==> src/rtl/assert_macros.svh <==
// ----------------------------------------------------------------------------
// Assertion macros
// Concurrent assertion wrappers; they are empty when SYNTHESIS is defined.
// ----------------------------------------------------------------------------
`ifndef ASSERT_MACROS_SVH
`define ASSERT_MACROS_SVH
`ifndef SYNTHESIS
`define PCI_ASSERT(lbl, clk, rst_n, prop, msg) \
  lbl: assert property (@(posedge clk) disable iff (!rst_n) prop) else $error(msg);
`define PCI_ASSERT_NEVER(lbl, clk, rst_n, prop, msg) \
  lbl: assert property (@(posedge clk) disable iff (!rst_n) !(prop)) else $error(msg);
`else
`define PCI_ASSERT(lbl, clk, rst_n, prop, msg)
`define PCI_ASSERT_NEVER(lbl, clk, rst_n, prop, msg)
`endif
`endif

==> src/rtl/pci_pkg.sv <==
// ----------------------------------------------------------------------------
// pci_pkg
// Shared types, register indexes and palette ROM of the color interpolator.
// ----------------------------------------------------------------------------
`default_nettype none

package pci_pkg;

  localparam int SampleBitsDef   = 16;
  localparam int BlendFracDef    = 8;
  // Normalized value is unsigned 16 bits, all ones meaning 1.0
  localparam int NormBits        = 16;
  localparam int NormOne         = 65535;
  localparam int DivBitsPerStage = 2;
  localparam int PalCount        = 8;
  localparam int PalMax          = 17;

  typedef enum logic [1:0] {
    REG_RANGE_LOW   = 2'd0,
    REG_RANGE_HIGH  = 2'd1,
    REG_PALETTE_SEL = 2'd2
  } reg_idx_e;

  // Saturation flags that ride along the divider
  typedef struct packed {
    logic clamp_lo;
    logic clamp_hi;
  } clamp_t;

  // {red, green, blue}
  typedef logic [23:0] rgb_t;

  // Last valid entry per palette (length minus one)
  localparam logic [4:0] PAL_LAST [PalCount] = '{
    5'd10, 5'd9, 5'd10, 5'd10, 5'd16, 5'd10, 5'd9, 5'd4
  };

  localparam rgb_t PAL_ROM [PalCount][PalMax] = '{
    // viridis
    '{ {8'd68,8'd1,8'd84}, {8'd72,8'd35,8'd116}, {8'd64,8'd67,8'd135},
       {8'd52,8'd94,8'd141}, {8'd41,8'd120,8'd142}, {8'd32,8'd144,8'd140},
       {8'd34,8'd167,8'd132}, {8'd68,8'd190,8'd112}, {8'd121,8'd209,8'd81},
       {8'd189,8'd222,8'd38}, {8'd253,8'd231,8'd36},
       24'h0, 24'h0, 24'h0, 24'h0, 24'h0, 24'h0 },
    // plasma
    '{ {8'd12,8'd7,8'd134}, {8'd82,8'd3,8'd252}, {8'd135,8'd31,8'd251},
       {8'd178,8'd59,8'd232}, {8'd212,8'd91,8'd200}, {8'd237,8'd121,8'd162},
       {8'd252,8'd152,8'd122}, {8'd254,8'd187,8'd90}, {8'd246,8'd222,8'd73},
       {8'd239,8'd248,8'd33},
       24'h0, 24'h0, 24'h0, 24'h0, 24'h0, 24'h0, 24'h0 },
    // inferno
    '{ {8'd0,8'd0,8'd3}, {8'd20,8'd14,8'd54}, {8'd58,8'd25,8'd94},
       {8'd95,8'd38,8'd116}, {8'd133,8'd51,8'd124}, {8'd170,8'd63,8'd122},
       {8'd206,8'd78,8'd113}, {8'd237,8'd105,8'd93}, {8'd251,8'd155,8'd74},
       {8'd252,8'd206,8'd37}, {8'd252,8'd255,8'd164},
       24'h0, 24'h0, 24'h0, 24'h0, 24'h0, 24'h0 },
    // magma
    '{ {8'd0,8'd0,8'd3}, {8'd20,8'd13,8'd53}, {8'd54,8'd24,8'd89},
       {8'd91,8'd36,8'd115}, {8'd127,8'd49,8'd127}, {8'd164,8'd63,8'd130},
       {8'd201,8'd79,8'd126}, {8'd234,8'd107,8'd114}, {8'd253,8'd155,8'd104},
       {8'd254,8'd205,8'd141}, {8'd252,8'd253,8'd191},
       24'h0, 24'h0, 24'h0, 24'h0, 24'h0, 24'h0 },
    // turbo
    '{ {8'd59,8'd76,8'd192}, {8'd68,8'd90,8'd204}, {8'd77,8'd104,8'd215},
       {8'd87,8'd117,8'd225}, {8'd98,8'd130,8'd234}, {8'd108,8'd142,8'd241},
       {8'd119,8'd154,8'd247}, {8'd130,8'd165,8'd251}, {8'd141,8'd176,8'd254},
       {8'd152,8'd185,8'd255}, {8'd163,8'd194,8'd255}, {8'd174,8'd201,8'd253},
       {8'd184,8'd208,8'd249}, {8'd194,8'd213,8'd244}, {8'd204,8'd217,8'd238},
       {8'd213,8'd219,8'd230}, {8'd221,8'd221,8'd221} },
    // redblue
    '{ {8'd5,8'd48,8'd97}, {8'd33,8'd102,8'd172}, {8'd67,8'd147,8'd195},
       {8'd146,8'd197,8'd222}, {8'd209,8'd229,8'd240}, {8'd247,8'd247,8'd247},
       {8'd253,8'd219,8'd199}, {8'd244,8'd165,8'd130}, {8'd214,8'd96,8'd77},
       {8'd178,8'd24,8'd43}, {8'd103,8'd0,8'd31},
       24'h0, 24'h0, 24'h0, 24'h0, 24'h0, 24'h0 },
    // greenred
    '{ {8'd0,8'd104,8'd55}, {8'd26,8'd152,8'd80}, {8'd102,8'd189,8'd99},
       {8'd166,8'd217,8'd106}, {8'd217,8'd239,8'd139}, {8'd254,8'd224,8'd139},
       {8'd253,8'd174,8'd97}, {8'd244,8'd109,8'd67}, {8'd215,8'd48,8'd39},
       {8'd165,8'd0,8'd38},
       24'h0, 24'h0, 24'h0, 24'h0, 24'h0, 24'h0, 24'h0 },
    // five-color
    '{ {8'd0,8'd0,8'd255}, {8'd0,8'd255,8'd255}, {8'd0,8'd255,8'd0},
       {8'd255,8'd255,8'd0}, {8'd255,8'd0,8'd0},
       24'h0, 24'h0, 24'h0, 24'h0, 24'h0, 24'h0, 24'h0, 24'h0, 24'h0, 24'h0,
       24'h0, 24'h0 }
  };

endpackage

`default_nettype wire

==> src/rtl/pci_front.sv <==
// ----------------------------------------------------------------------------
// pci_front
// Range subtraction, orientation fix, saturation flags and divider operands.
// ----------------------------------------------------------------------------
`default_nettype none

module pci_front #(
  parameter int SAMPLE_BITS = pci_pkg::SampleBitsDef
) (
  input  wire logic                          clk_i,
  input  wire logic                          rst_ni,
  input  wire logic                          adv_i,
  input  wire logic                          valid_i,
  input  wire logic signed [SAMPLE_BITS-1:0] sample_i,
  input  wire logic signed [SAMPLE_BITS-1:0] range_low_i,
  input  wire logic signed [SAMPLE_BITS-1:0] range_high_i,
  output logic                               valid_o,
  output pci_pkg::clamp_t                    clamp_o,
  output logic [SAMPLE_BITS-1:0]             den_o,
  output logic [SAMPLE_BITS-1:0]             rem_o,
  output logic [pci_pkg::NormBits-1:0]       low_o
);

  localparam int NB = pci_pkg::NormBits;
  localparam int DW = SAMPLE_BITS + NB;

  logic signed [SAMPLE_BITS:0] num_s, den_s, num_f, den_f;
  logic [SAMPLE_BITS-1:0]      num_u, den_u;
  logic [DW-1:0]               dividend;
  pci_pkg::clamp_t             clamp_d;

  logic                        valid_q;
  pci_pkg::clamp_t             clamp_q;
  logic [SAMPLE_BITS-1:0]      den_q, rem_q;
  logic [NB-1:0]               low_q;

  // Differences, flipped so the divisor is not negative
  always_comb begin
    num_s = {sample_i[SAMPLE_BITS-1], sample_i} - {range_low_i[SAMPLE_BITS-1], range_low_i};
    den_s = {range_high_i[SAMPLE_BITS-1], range_high_i}
          - {range_low_i[SAMPLE_BITS-1], range_low_i};
    num_f = den_s[SAMPLE_BITS] ? -num_s : num_s;
    den_f = den_s[SAMPLE_BITS] ? -den_s : den_s;
    clamp_d.clamp_lo = (den_s == '0) || (num_f <= 0);
    clamp_d.clamp_hi = !clamp_d.clamp_lo && (num_f >= den_f);
    num_u = num_f[SAMPLE_BITS-1:0];
    den_u = den_f[SAMPLE_BITS-1:0];
    // num * 65535 as (num << 16) - num
    dividend = {num_u, {NB{1'b0}}} - DW'(num_u);
  end

  always_ff @(posedge clk_i or negedge rst_ni) begin
    if (!rst_ni) begin
      valid_q <= 1'b0;
    end else if (adv_i) begin
      valid_q <= valid_i;
    end
  end

  always_ff @(posedge clk_i) begin
    if (adv_i) begin
      clamp_q <= clamp_d;
      den_q   <= den_u;
      rem_q   <= dividend[DW-1:NB];
      low_q   <= dividend[NB-1:0];
    end
  end

  assign valid_o = valid_q;
  assign clamp_o = clamp_q;
  assign den_o   = den_q;
  assign rem_o   = rem_q;
  assign low_o   = low_q;

endmodule

`default_nettype wire

==> src/rtl/pci_divider.sv <==
// ----------------------------------------------------------------------------
// pci_divider
// Pipelined restoring divider, a fixed number of quotient bits per stage.
// ----------------------------------------------------------------------------
`default_nettype none
`include "assert_macros.svh"

module pci_divider #(
  parameter int SAMPLE_BITS = pci_pkg::SampleBitsDef
) (
  input  wire logic                          clk_i,
  input  wire logic                          rst_ni,
  input  wire logic                          adv_i,
  input  wire logic                          valid_i,
  input  wire pci_pkg::clamp_t               clamp_i,
  input  wire logic [SAMPLE_BITS-1:0]        den_i,
  input  wire logic [SAMPLE_BITS-1:0]        rem_i,
  input  wire logic [pci_pkg::NormBits-1:0]  low_i,
  output logic                               valid_o,
  output pci_pkg::clamp_t                    clamp_o,
  output logic [pci_pkg::NormBits-1:0]       quot_o
);

  localparam int NB = pci_pkg::NormBits;
  localparam int BPS = pci_pkg::DivBitsPerStage;
  localparam int NS = NB / BPS;

  // Index 0 is the stage input; index g+1 is register stage g
  logic                   v_q   [NS+1];
  pci_pkg::clamp_t        c_q   [NS+1];
  logic [SAMPLE_BITS-1:0] den_q [NS+1];
  logic [SAMPLE_BITS-1:0] rem_q [NS+1];
  // Remaining dividend bits leave at the top, quotient bits enter at the bottom
  logic [NB-1:0]          sh_q  [NS+1];

  assign v_q[0]   = valid_i;
  assign c_q[0]   = clamp_i;
  assign den_q[0] = den_i;
  assign rem_q[0] = rem_i;
  assign sh_q[0]  = low_i;

  for (genvar g = 0; g < NS; g++) begin : g_stage
    logic [SAMPLE_BITS-1:0] rem_d;
    logic [NB-1:0]          sh_d;

    // BPS trial subtractions
    always_comb begin
      logic [SAMPLE_BITS:0] trial;
      logic                 qbit;
      rem_d = rem_q[g];
      sh_d  = sh_q[g];
      for (int k = 0; k < BPS; k++) begin
        trial = {rem_d, sh_d[NB-1]};
        qbit  = (trial >= {1'b0, den_q[g]});
        if (qbit) begin
          trial = trial - {1'b0, den_q[g]};
        end
        rem_d = trial[SAMPLE_BITS-1:0];
        sh_d  = {sh_d[NB-2:0], qbit};
      end
    end

    always_ff @(posedge clk_i or negedge rst_ni) begin
      if (!rst_ni) begin
        v_q[g+1] <= 1'b0;
      end else if (adv_i) begin
        v_q[g+1] <= v_q[g];
      end
    end

    always_ff @(posedge clk_i) begin
      if (adv_i) begin
        c_q[g+1]   <= c_q[g];
        den_q[g+1] <= den_q[g];
        rem_q[g+1] <= rem_d;
        sh_q[g+1]  <= sh_d;
      end
    end
  end

  assign valid_o = v_q[NS];
  assign clamp_o = c_q[NS];
  assign quot_o  = sh_q[NS];

  // Unsaturated items always leave a remainder below the divisor
  `PCI_ASSERT(a_rem_below_den, clk_i, rst_ni, v_q[NS] && !c_q[NS].clamp_lo && !c_q[NS].clamp_hi |-> rem_q[NS] < den_q[NS], "divider remainder not below divisor")
  // Both saturation flags never set at once
  `PCI_ASSERT_NEVER(a_clamp_excl, clk_i, rst_ni, v_q[NS] && c_q[NS].clamp_lo && c_q[NS].clamp_hi, "both clamp flags set")

endmodule

`default_nettype wire

==> src/rtl/pci_blend.sv <==
// ----------------------------------------------------------------------------
// pci_blend
// Palette scaling, index/fraction split, ROM lookup and linear blend.
// ----------------------------------------------------------------------------
`default_nettype none
`include "assert_macros.svh"

module pci_blend #(
  parameter int BLEND_FRACTION_BITS = pci_pkg::BlendFracDef
) (
  input  wire logic                          clk_i,
  input  wire logic                          rst_ni,
  input  wire logic                          adv_i,
  input  wire logic                          valid_i,
  input  wire pci_pkg::clamp_t               clamp_i,
  input  wire logic [pci_pkg::NormBits-1:0]  quot_i,
  input  wire logic [2:0]                    pal_sel_i,
  output logic                               valid_o,
  output pci_pkg::rgb_t                      rgb_o
);

  localparam int NB = pci_pkg::NormBits;
  localparam int BF = BLEND_FRACTION_BITS;
  localparam int PW = NB + 5;
  localparam int SW = 8 + BF + 2;
  localparam logic [NB:0] ONE_N = (NB+1)'(pci_pkg::NormOne);

  // Scale stage
  logic [NB-1:0] norm;
  logic          p_valid_q;
  logic [PW-1:0] pos_q;
  logic [2:0]    p_sel_q;

  always_comb begin
    if (clamp_i.clamp_lo) begin
      norm = '0;
    end else if (clamp_i.clamp_hi) begin
      norm = '1;
    end else begin
      norm = quot_i;
    end
  end

  always_ff @(posedge clk_i or negedge rst_ni) begin
    if (!rst_ni) begin
      p_valid_q <= 1'b0;
    end else if (adv_i) begin
      p_valid_q <= valid_i;
    end
  end

  always_ff @(posedge clk_i) begin
    if (adv_i) begin
      pos_q   <= PW'(norm) * PW'(pci_pkg::PAL_LAST[pal_sel_i]);
      p_sel_q <= pal_sel_i;
    end
  end

  // Index stage: pos / 65535 with one correction
  logic [NB:0]   psum;
  logic [4:0]    idx_d;
  logic [NB-1:0] prem_d;
  logic          i_valid_q;
  logic [4:0]    idx_q;
  logic [NB-1:0] rem_q;
  logic [2:0]    i_sel_q;

  always_comb begin
    psum = (NB+1)'(pos_q[PW-1:NB]) + (NB+1)'(pos_q[NB-1:0]);
    if (psum >= ONE_N) begin
      idx_d  = pos_q[PW-1:NB] + 5'd1;
      prem_d = NB'(psum - ONE_N);
    end else begin
      idx_d  = pos_q[PW-1:NB];
      prem_d = psum[NB-1:0];
    end
  end

  always_ff @(posedge clk_i or negedge rst_ni) begin
    if (!rst_ni) begin
      i_valid_q <= 1'b0;
    end else if (adv_i) begin
      i_valid_q <= p_valid_q;
    end
  end

  always_ff @(posedge clk_i) begin
    if (adv_i) begin
      idx_q   <= idx_d;
      rem_q   <= prem_d;
      i_sel_q <= p_sel_q;
    end
  end

  // Fraction and ROM stage
  logic [NB+BF-1:0] fx;
  logic [NB:0]      fsum;
  logic [BF-1:0]    frac_d;
  logic [4:0]       last, up_idx;
  logic             f_valid_q;
  logic [BF-1:0]    frac_q;
  pci_pkg::rgb_t    lo_q, hi_q;

  always_comb begin
    fx   = {rem_q, {BF{1'b0}}};
    fsum = (NB+1)'(fx[NB+BF-1:NB]) + (NB+1)'(fx[NB-1:0]);
    frac_d = (fsum >= ONE_N) ? fx[NB+BF-1:NB] + BF'(1) : fx[NB+BF-1:NB];
    last   = pci_pkg::PAL_LAST[i_sel_q];
    up_idx = (idx_q < last) ? idx_q + 5'd1 : last;
  end

  always_ff @(posedge clk_i or negedge rst_ni) begin
    if (!rst_ni) begin
      f_valid_q <= 1'b0;
    end else if (adv_i) begin
      f_valid_q <= i_valid_q;
    end
  end

  always_ff @(posedge clk_i) begin
    if (adv_i) begin
      frac_q <= frac_d;
      lo_q   <= pci_pkg::PAL_ROM[i_sel_q][idx_q];
      hi_q   <= pci_pkg::PAL_ROM[i_sel_q][up_idx];
    end
  end

  // Blend stage, rounded to nearest, into the output register
  pci_pkg::rgb_t rgb_d;
  logic          o_valid_q;
  pci_pkg::rgb_t rgb_q;

  always_comb begin
    logic [SW-1:0] sum;
    logic [SW-1:0] onem;
    onem = (SW'(1) << BF) - SW'(frac_q);
    for (int c = 0; c < 3; c++) begin
      sum = SW'(lo_q[c*8 +: 8]) * onem + SW'(hi_q[c*8 +: 8]) * SW'(frac_q)
          + (SW'(1) << (BF - 1));
      rgb_d[c*8 +: 8] = sum[BF +: 8];
    end
  end

  always_ff @(posedge clk_i or negedge rst_ni) begin
    if (!rst_ni) begin
      o_valid_q <= 1'b0;
    end else if (adv_i) begin
      o_valid_q <= f_valid_q;
    end
  end

  always_ff @(posedge clk_i) begin
    if (adv_i) begin
      rgb_q <= rgb_d;
    end
  end

  assign valid_o = o_valid_q;
  assign rgb_o   = rgb_q;

  // Index never runs past the selected palette
  `PCI_ASSERT(a_idx_in_pal, clk_i, rst_ni, i_valid_q |-> idx_q <= pci_pkg::PAL_LAST[i_sel_q], "palette index out of range")

endmodule

`default_nettype wire

==> src/rtl/palette_color_interpolator.sv <==
// ----------------------------------------------------------------------------
// palette_color_interpolator
// False-color mapper: signed sample to interpolated RGB from a palette ROM.
// ----------------------------------------------------------------------------
// Takes one sample per clock and returns one color per sample, in order.
// An accepted request passes, in order, through the range subtraction
// register, the pipelined divider (two quotient bits per stage) that
// normalizes the sample, the palette scaling, index/fraction split and ROM
// lookup registers, and the blend into the output register. The whole
// pipeline holds while a result waits on m_axis_tready, so s_axis_tready
// follows that stall. Write the range and palette registers only while no
// request is in flight.
`default_nettype none
`include "assert_macros.svh"

module palette_color_interpolator #(
  parameter int SAMPLE_BITS         = pci_pkg::SampleBitsDef,
  parameter int BLEND_FRACTION_BITS = pci_pkg::BlendFracDef
) (
  input  wire logic                                clk_i,
  input  wire logic                                rst_ni,
  // Configuration write port
  input  wire logic                                cfg_we_i,
  input  wire logic [1:0]                          cfg_index_i,
  input  wire logic [SAMPLE_BITS-1:0]              cfg_data_i,
  // Sample stream
  input  wire logic                                s_axis_tvalid,
  output logic                                     s_axis_tready,
  input  wire logic [((SAMPLE_BITS+7)/8)*8-1:0]    s_axis_tdata,  // sample
  // Color stream
  output logic                                     m_axis_tvalid,
  input  wire logic                                m_axis_tready,
  output logic [23:0]                              m_axis_tdata   // red, green, blue
);

  localparam int NB = pci_pkg::NormBits;
  localparam logic [SAMPLE_BITS-1:0] HIGH_RST = SAMPLE_BITS'(32767);

  logic signed [SAMPLE_BITS-1:0] range_low_q, range_high_q;
  logic [2:0]                    pal_sel_q;
  logic                          adv;

  // Configuration registers
  always_ff @(posedge clk_i or negedge rst_ni) begin
    if (!rst_ni) begin
      range_low_q  <= '0;
      range_high_q <= HIGH_RST;
      pal_sel_q    <= '0;
    end else if (cfg_we_i) begin
      case (pci_pkg::reg_idx_e'(cfg_index_i))
        pci_pkg::REG_RANGE_LOW:   range_low_q  <= cfg_data_i;
        pci_pkg::REG_RANGE_HIGH:  range_high_q <= cfg_data_i;
        pci_pkg::REG_PALETTE_SEL: pal_sel_q    <= cfg_data_i[2:0];
        default: ;
      endcase
    end
  end

  // Whole pipeline moves unless a result is held
  assign adv           = !m_axis_tvalid || m_axis_tready;
  assign s_axis_tready = adv;

  logic                   f_valid;
  pci_pkg::clamp_t        f_clamp;
  logic [SAMPLE_BITS-1:0] f_den, f_rem;
  logic [NB-1:0]          f_low;

  pci_front #(
    .SAMPLE_BITS(SAMPLE_BITS)
  ) u_front (
    .clk_i       (clk_i),
    .rst_ni      (rst_ni),
    .adv_i       (adv),
    .valid_i     (s_axis_tvalid),
    .sample_i    (s_axis_tdata[SAMPLE_BITS-1:0]),
    .range_low_i (range_low_q),
    .range_high_i(range_high_q),
    .valid_o     (f_valid),
    .clamp_o     (f_clamp),
    .den_o       (f_den),
    .rem_o       (f_rem),
    .low_o       (f_low)
  );

  logic            d_valid;
  pci_pkg::clamp_t d_clamp;
  logic [NB-1:0]   d_quot;

  pci_divider #(
    .SAMPLE_BITS(SAMPLE_BITS)
  ) u_div (
    .clk_i  (clk_i),
    .rst_ni (rst_ni),
    .adv_i  (adv),
    .valid_i(f_valid),
    .clamp_i(f_clamp),
    .den_i  (f_den),
    .rem_i  (f_rem),
    .low_i  (f_low),
    .valid_o(d_valid),
    .clamp_o(d_clamp),
    .quot_o (d_quot)
  );

  pci_pkg::rgb_t rgb;

  pci_blend #(
    .BLEND_FRACTION_BITS(BLEND_FRACTION_BITS)
  ) u_blend (
    .clk_i    (clk_i),
    .rst_ni   (rst_ni),
    .adv_i    (adv),
    .valid_i  (d_valid),
    .clamp_i  (d_clamp),
    .quot_i   (d_quot),
    .pal_sel_i(pal_sel_q),
    .valid_o  (m_axis_tvalid),
    .rgb_o    (rgb)
  );

  // red in the low byte
  assign m_axis_tdata = {rgb[7:0], rgb[15:8], rgb[23:16]};

  // A held result blocks new requests
  `PCI_ASSERT(a_stall_blocks_in, clk_i, rst_ni, m_axis_tvalid && !m_axis_tready |-> !s_axis_tready, "request taken while output stalled")

endmodule

`default_nettype wire

==> config.mk <==
export PLATFORM = sky130hd
export DESIGN_NAME = palette_color_interpolator
export DESIGN_NICKNAME = d
export VERILOG_FILES = /design/src/rtl/pci_pkg.sv /design/src/rtl/pci_front.sv /design/src/rtl/pci_divider.sv /design/src/rtl/pci_blend.sv /design/src/rtl/palette_color_interpolator.sv
export VERILOG_INCLUDE_DIRS = /design/src /design/src/rtl
export SDC_FILE = /design/constraint.sdc
export NUM_CORES = 2
export LEC_CHECK = 0
export BUFFER_PORTS_ARGS = -buffer_cell sky130_fd_sc_hd__buf_2
export CORE_MARGIN = 4
export CORE_UTILIZATION = 45
export DETAILED_ROUTE_END_ITERATION = 12
export GPL_TIMING_DRIVEN = 1
export PLACE_DENSITY = 0.72
export SLEW_MARGIN = 20
export SYNTH_ARGS = -nofsm -noshare
export SYNTH_HDL_FRONTEND = slang
export SYNTH_SLANG_ARGS = --single-unit
==> constraint.sdc <==
create_clock -name clk_i -period 28.4 [get_ports clk_i]
set_clock_uncertainty 0.2 [all_clocks]
set_input_delay 7.1 -clock clk_i [delete_from_list [all_inputs] [get_ports clk_i]]
set_output_delay 7.1 -clock clk_i [all_outputs]
set_load 0.02 [all_outputs]
==> results.json <==
{
  "synth_nets": 7103,
  "track_usage_pct": 22.9,
  "hold_viol": 0,
  "drt_iter0_drc": 4066,
  "start_util_pct": 45.3,
  "path_max_fanout": 39,
  "synth_flop_cell": "edfxtp_1",
  "netlist_instances": 6137,
  "cts_tree": "yes",
  "io_pins": 65,
  "post-route-period-util_pct": 54.0,
  "h-tree-depth": 3,
  "synth.top_cell.area_share_pct": 28.3,
  "grt_pass1_vias": 45048,
  "clkSlewWorstSetupHoldPaths_ns": 0.06,
  "overflow": 0,
  "final-setup-viol-count": 0,
  "synth_area_um2": 58000,
  "setup.worst_path.start_class": "input port",
  "ys.warnings.count": 0,
  "yosys.cell_types.count": 103,
  "routabilityCongestion": 0.998,
  "slew_headroom_pct": 30.4,
  "cts_made_buffers": 69,
  "critPathLaunch": "m_axis_tready",
  "rr_startpoint": "u_blend.frac_q[0]",
  "endpoint_kind": "primary output",
  "grt_pass1_wl_um": 248000,
  "firstDrtPassIters": 8,
  "place_hpwl_um": 120000,
  "drive_gt1_share_pct": 8.81,
  "coreArea_um2": 128000,
  "drt_wl_total_um": 156000,
  "num-nets-final": 7066,
  "vias_per_cell": 5.74,
  "yosys_register_bits": 594,
  "maxSlewViolCount": 0,
  "yosys-top-cells-area": "edfxtp_1, fa_1, ha_1",
  "placementRows": 131,
  "yosysSeqAreaShare_pct": 30.4,
  "synth_area_per_cell_um2": 9.45,
  "cts.sinks": 594,
  "fillers": 11689,
  "ctsResizeCount": 0,
  "layout_min_cycle_time_ns": 15.35,
  "arrival_ns": 8.05,
  "ant_nets": 0,
  "vias": 44876,
  "drc": 0,
  "hp-start": "u_div.g_stage[2].sh_d[6]",
  "outcome": "complete, no violations",
  "mostFrequentLayoutCells": "inv_1, ha_1, edfxtp_1",
  "worstSetupPathType": "input port to primary output",
  "final_common_cell": "inv_1",
  "fin_tns_setup_ns": 0,
  "synth_edf_count": 546,
  "worstSkewPairLatency_ns": 0.64,
  "dieArea_um2": 135000,
  "netlist.top_cell.by_area": "edfxtp_1",
  "holdBufCountCts": 0,
  "clockBufferDepth": 3,
  "ys_async_sr_fraction_pct": 8.08,
  "timing.fmax_mhz": 65.2,
  "port_buffers": 64,
  "die_h_um": 367,
  "antenna_found_initial": 7,
  "die_w_um": 367,
  "cts_root_buffer": "clkbuf_16",
  "hp-class": "flop to flop",
  "post_cts.repair.setup_buffers": 0,
  "crit_required_ns": 21.10,
  "rsz0062_at_grt": "false",
  "area_delta_synth_final_pct": 7.47,
  "wl_per_cell_um": 20.0,
  "max_cap_viol_count": 0,
  "worst_slew_pin_slew_ns": 1.04,
  "grt_max_degree": 184
}
## state kept, by name, indices dropped and copies added (netlist names), 21 cells and up
name / flops
u_blend.hi_q: 24
u_blend.lo_q: 24
u_blend.pos_q: 21
u_blend.rgb_o: 24
u_div.den_q: 112
u_div.g_stage.sh_d: 98
u_div.rem_q: 112
## through the flow
stage | hold slack (ns) | area (µm²) | instances | util (%) | worst slack, ns
final | 0.200 | 62300 | 7816 | 48.7 | 13.05
after global routing | 0.211 | 62300 | 7811 | 48.7 | 12.95
after CTS | 0.195 | 62300 | 7811 | 48.7 | 12.96
after detailed placement | 0.205 | 60100 | 7691 | 47.0 | 12.97
after global placement | 0.200 | 60100 | 7691 | 47.0 | 12.98
after floorplan | 0.200 | 58000 | 6137 | - | 0.433
## final timing paths
check | endpoint | slack (ns) | cells after the start
max | s_axis_tready | 13.05 | 3
min | u_div.g_stage[3].sh_d[8] | 0.20 | 0
max reg2reg | u_blend.rgb_o[15] | 20.26 | 25
min reg2reg | u_div.g_stage[3].sh_d[8] | 0.20 | 0
max in group asynchronous | pal_sel_q[2] | 21.35 | 1
min in group asynchronous | range_low_q[13] | 6.26 | 1
## layout make-up
type	instances	area (µm²)	area share, %
Timing Repair Buffer	141	926	1.49
Multi-Input combinational cell	4520	36600	58.7
Inverter	774	2910	4.66
Tap cell	1662	2080	3.34
Clock buffer	84	1860	2.98
Antenna cell	5	12.5	0.0201
Clock inverter	36	335	0.538
Sequential cell	594	17600	28.3
## routing by layer
metal	global-route usage (%)	up-vias	share of wire, %
met5	0	-	0.0077
met4	9.09	2	4.2
met3	3.65	390	6.6
met2	39.2	1608	48
met1	29.0	21642	41
li1	-	21234	-
## synthesized netlist by cell type (193+ instances only)
cell type	number
inv_1	770
ha_1	567
edfxtp_1	546
nand2_1	521
nor2_1	449
fa_1	360
a21oi_1	340
o21ai_0	305
and2_1	275
xnor2_1	229
mux2_2	202
clkbuf_1	193
## logic make-up after synthesis
kind of cell,share of synthesized area [%]
flip-flops,30.4
adder cells (fa/ha/maj),24.7
XOR/XNOR,4.97
AO/OA/AOI/OAI,13.9
buffers and inverters,6.69
multiplexers,4.78
AND/OR/NAND/NOR,14.6
## critical path, cell delays in order
cell and delay, ns:
buf_2 0.08, nand2b_4 0.47, buf_2 0.37
Power is left out: the tool's default activity adds up to more than one toggle a clock period on the data nets, which glitch-free logic cannot reach.
